===== src/rtl/lph_pkg.sv =====
// ----------------------------------------------------------------------------
// lph_pkg
// Shared codes and constants for the linear probing hash table.
// ----------------------------------------------------------------------------
package lph_pkg;

  localparam logic [63:0] HashMult = 64'd3197;

  localparam logic [1:0] ModePut    = 2'd0;
  localparam logic [1:0] ModeGet    = 2'd1;
  localparam logic [1:0] ModeRemove = 2'd2;

  localparam logic [2:0] StInserted = 3'd0;
  localparam logic [2:0] StUpdated  = 3'd1;
  localparam logic [2:0] StFound    = 3'd2;
  localparam logic [2:0] StNotFound = 3'd3;
  localparam logic [2:0] StFull     = 3'd4;

  localparam logic [7:0] MaxEntriesReset = 8'd128;

endpackage


===== src/rtl/lph_hash.sv =====
// ----------------------------------------------------------------------------
// lph_hash
// Home slot unit: (3197 * key) mod SLOTS, product kept to 64 bits.
// Power-of-two table sizes take a mask, other sizes a reciprocal reduction
// of the product in four 16-bit digits, each by estimate, subtract and fix.
// ----------------------------------------------------------------------------
module lph_hash #(
  parameter int SLOTS    = 256,
  parameter int KEY_BITS = 32
) (
  input  logic                     clk,
  input  logic                     rst_n,
  input  logic                     start,
  input  logic [KEY_BITS-1:0]      key,
  output logic                     done,
  output logic [$clog2(SLOTS)-1:0] slot
);

  localparam int AW = $clog2(SLOTS);
  localparam bit IsPow2 = (SLOTS & (SLOTS - 1)) == 0;
  localparam logic [31:0] Mu   = 32'((64'd1 << 32) / 64'(SLOTS));
  localparam logic [31:0] Mod  = 32'(SLOTS);
  localparam logic [16:0] ModR = 17'(SLOTS);

  typedef enum logic [1:0] {
    P_EST, P_SUB, P_FIX
  } phase_t;

  logic          run_r;
  logic          done_r;
  logic [63:0]   prod_r;
  phase_t        ph_r;
  logic [1:0]    dig_r;
  logic [15:0]   q_r;
  logic [16:0]   r_r;
  logic [AW-1:0] rem_r;
  logic [31:0]   part;
  logic [63:0]   part_mu;
  logic [31:0]   q_mod;

  // partial remainder with the next digit shifted in
  assign part    = {16'(rem_r), prod_r[63:48]};
  assign part_mu = 64'(part) * 64'(Mu);
  assign q_mod   = 32'(q_r) * Mod;

  always_ff @(posedge clk) begin
    if (!rst_n) begin
      run_r  <= 1'b0;
      done_r <= 1'b0;
    end else begin
      done_r <= 1'b0;
      if (start) begin
        prod_r <= 64'(64'(key) * lph_pkg::HashMult);
        rem_r  <= '0;
        dig_r  <= '0;
        ph_r   <= P_EST;
        run_r  <= 1'b1;
      end else if (run_r) begin
        if (IsPow2) begin
          rem_r  <= prod_r[AW-1:0];
          run_r  <= 1'b0;
          done_r <= 1'b1;
        end else begin
          unique case (ph_r)
            P_EST: begin
              q_r  <= part_mu[47:32];
              ph_r <= P_SUB;
            end
            P_SUB: begin
              r_r  <= 17'(part - q_mod);
              ph_r <= P_FIX;
            end
            P_FIX: begin
              rem_r  <= AW'((r_r >= ModR) ? r_r - ModR : r_r);
              prod_r <= {prod_r[47:0], 16'd0};
              dig_r  <= dig_r + 2'd1;
              ph_r   <= P_EST;
              if (dig_r == 2'd3) begin
                run_r  <= 1'b0;
                done_r <= 1'b1;
              end
            end
            default: begin
              ph_r <= P_EST;
            end
          endcase
        end
      end
    end
  end

  assign done = done_r;
  assign slot = rem_r;

endmodule


===== config.mk =====
export PLATFORM = sky130hd
export DESIGN_NAME = lph_hash
export DESIGN_NICKNAME = d
export VERILOG_FILES = /design/src/rtl/lph_pkg.sv /design/src/rtl/lph_hash.sv
export SDC_FILE = /design/constraint.sdc
export NUM_CORES = 1
export LEC_CHECK = 0
export BUFFER_PORTS_ARGS = -buffer_cell sky130_fd_sc_hd__buf_4
export CAP_MARGIN = 20
export CORE_UTILIZATION = 49
export DETAILED_ROUTE_END_ITERATION = 8
export HOLD_SLACK_MARGIN = 0.05
export PLACE_DENSITY = 0.81
export SYNTH_ARGS = -nofsm -noshare
export SYNTH_HDL_FRONTEND = slang
export SYNTH_SLANG_ARGS = --single-unit

===== constraint.sdc =====
create_clock -name clk -period 7.47 [get_ports clk]
set_clock_uncertainty 0.1 [all_clocks]
set_input_delay 1.494 -clock clk [delete_from_list [all_inputs] [get_ports clk]]
set_output_delay 1.494 -clock clk [all_outputs]
set_load 0.02 [all_outputs]

==> impl_metrics.csv <==
group,metric,value,unit
outcome,outcome,"finished, final reports clean",
timing,maxSlewHeadroom,0.770,
grt,antenna_found_initial,0,
placement,place_hpwl,1310,um
synth,synth_nets,139,
routing,vias,616,
synth,syn-instance-count,81,
grt,grt_usage,0.159,
timing,period_share,0.582,
timing,period_needed,4350,ps
floorplan,fp.dieW,49.6,um
cts,clkTransAtPathRegs,90,ps
setup_path,crit_chain,"buf_4, fa_1, ha_1, inv_1, fa_1, inv_1, fa_1, ha_1, a21oi_1, xnor2_1, xnor2_1",
synth,synth_top_cell_by_area,"edfxtp_1",
cells_and_area,diodes,0,
pwr,powerDensity,223,nW/um^2
synth,synth_seq_cells,18,
synth,synth.top_cell.area_share,0.433,
timing,tightestPinTransition,346,ps
routing,dr.pass1.iters,4,
floorplan,die_h,49.6,um
timing,hold_viol,0,
setup_path,cp_slowest_stage_delay,540,ps
grt,grt_pass1_wl,2810,um
timing,tns,0,ps
routing,viasPerCell,4.74,
cts,cts_buffers,3,
grt,grt_pass1_vias,647,
cts,cts_tree,"yes",
hold_path,holdCritPathClass,"flop to flop",
grt,grt_max_degree,13,
setup_path,cp.required,7410,ps
setup_path,cp-end-kind,"flop",
cts,cts_root_buf,"clkbuf_4",
timing,fmax,230,MHz
synth,syn_area_per_cell,13.7,um^2
floorplan,rows,16,
timing,slew_viol_final,0,
cts,holdBufCountCts,0,
cts,postCtsSetupRepairBufs,0,
timing,finalSetupViolations,0,
synth,yosysSeqAreaShare,0.469,
cells_and_area,layout-drive-gt1-share,0.223,
routing,drt-total-wl,1540,um
grt,grt-ovfl-total,0,
timing,rsz0062_at_grt,"false",
cells_and_area,final_cell_mix,"19 x buf_4, 16 x ha_1, 16 x edfxtp_1, 13 x inv_1, 11 x xnor2_1",
setup_path,crit_slowest_cell,"fa_1",
setup_path,arrival,4290,ps
cells_and_area,final_cell_area,1320,um^2
placement,dpl_cell_area,1280,um^2
floorplan,core-area,2040,um^2
floorplan,die_area,2460,um^2
synth,synth_top_cells_by_area,"edfxtp_1 43%, ha_1 18%, fa_1 13%, xnor2_1 8.7%, nor2b_1 4.5%",
synth,synth_warnings,0,
pwr,ir_worst_vdd,0.121,mV
cells_and_area,layout_commonest_cell,"buf_4",
routing,post_drt_wl_per_cell,11.9,um
setup_path,crit_family,"adder cells",
placement,port_buffers,19,
cts,h-tree-depth,1,
setup_path,crit_type,"input port to flop",
placement,gp_congestion,0.720,
synth,syn_area,1110,um^2
setup_path,cp-start-kind,"input port",
floorplan,start_util,0.544,
floorplan,io_pins,44,
cts,cts_buffer_depth,2,
cells_and_area,final_nets,162,
run,drv_cap,0,
placement,place_inst,126,
cts,cts.sinks,18,
cells_and_area,final_cells,130,
routing,drc,0,
setup_path,crit_buf_inv,3,
cts,cts_resized,0,
setup_path,crit_fanout,5,
routing,drt_iter0_drc,1,
routing,ant_nets,0,
cells_and_area,area_growth,18.8,%
synth,synthDistinctLibCells,14,
pwr,p_leak,0.598,nW
cts,clock_latency,290,ps
setup_path,critical_path.most_common_cell,"fa_1",
path summary, 6_finish.rpt:
path,start,end,slack (ps),depth (start not counted)
worst max-delay path,key[2],prod_r[7],3120,11
worst min-delay path,run_r,done,400,1
worst max register to register,run_r,slot[1],6410,1
worst min register to register,run_r,done,400,1
power breakdown:
part           internal (W)  switching, W
logic             0.0000537     0.0000516
registers          0.000129    0.00000262
clock network     0.0000297     0.0000277
total              0.000212     0.0000820
cells in the mapped netlist:
library cell	instances
xor2_1	1
ha_1	16
a21oi_1	1
fa_1	7
and2_1	2
xnor2_1	11
clkbuf_1	1
edfxtp_1	16
o21a_1	1
nor2b_1	8
and3b_1	1
inv_1	13
dfxtp_1	2
a21o_1	1
sequential cells by signal, summed over array words and instances, names as in the netlist:
register  cells
done          1
slot          8
prod_r        8
run_r         1
through the flow:
| stage | power, W | hold WS (ps) | setup slack, ps | util |
|---|---|---|---|---|
| global route | 0.000318 | 427 | 3040 | 0.646 |
| floorplan | 0.000214 | 371 | 3110 | - |
| finish | 0.000294 | 398 | 3120 | 0.646 |
| detailed placement | 0.000241 | 385 | 2800 | 0.628 |
| global placement | 0.000235 | 377 | 2810 | 0.628 |
| CTS | 0.000299 | 406 | 3120 | 0.646 |
cells by family (layout without fill, tap and decap cells):
group,after synthesis,in the layout,share of synthesized area
AO/OA/AOI/OAI,3,3,0.0180
flip-flops,18,18,0.469
adder cells (fa/ha/maj),23,23,0.307
buffers and inverters,14,36,0.0474
XOR/XNOR,12,12,0.0947
AND/OR/NAND/NOR,11,11,0.0643
layer usage:
layer / global-route usage / wire length (um)
met5: 0 / 0
met4: 0.0857 / 8
met3: 0.0278 / 77
met2: 0.297 / 880
met1: 0.165 / 578
cell type report:
cell class	count	area, um^2
timing repair buffer	19	143
fill	169	723
tap	27	33.8
multi-input combinational	49	537
sequential	18	520
inverter	13	48.8
clock buffer	4	36.3
Note: power is estimated with default switching activity, not from simulation.
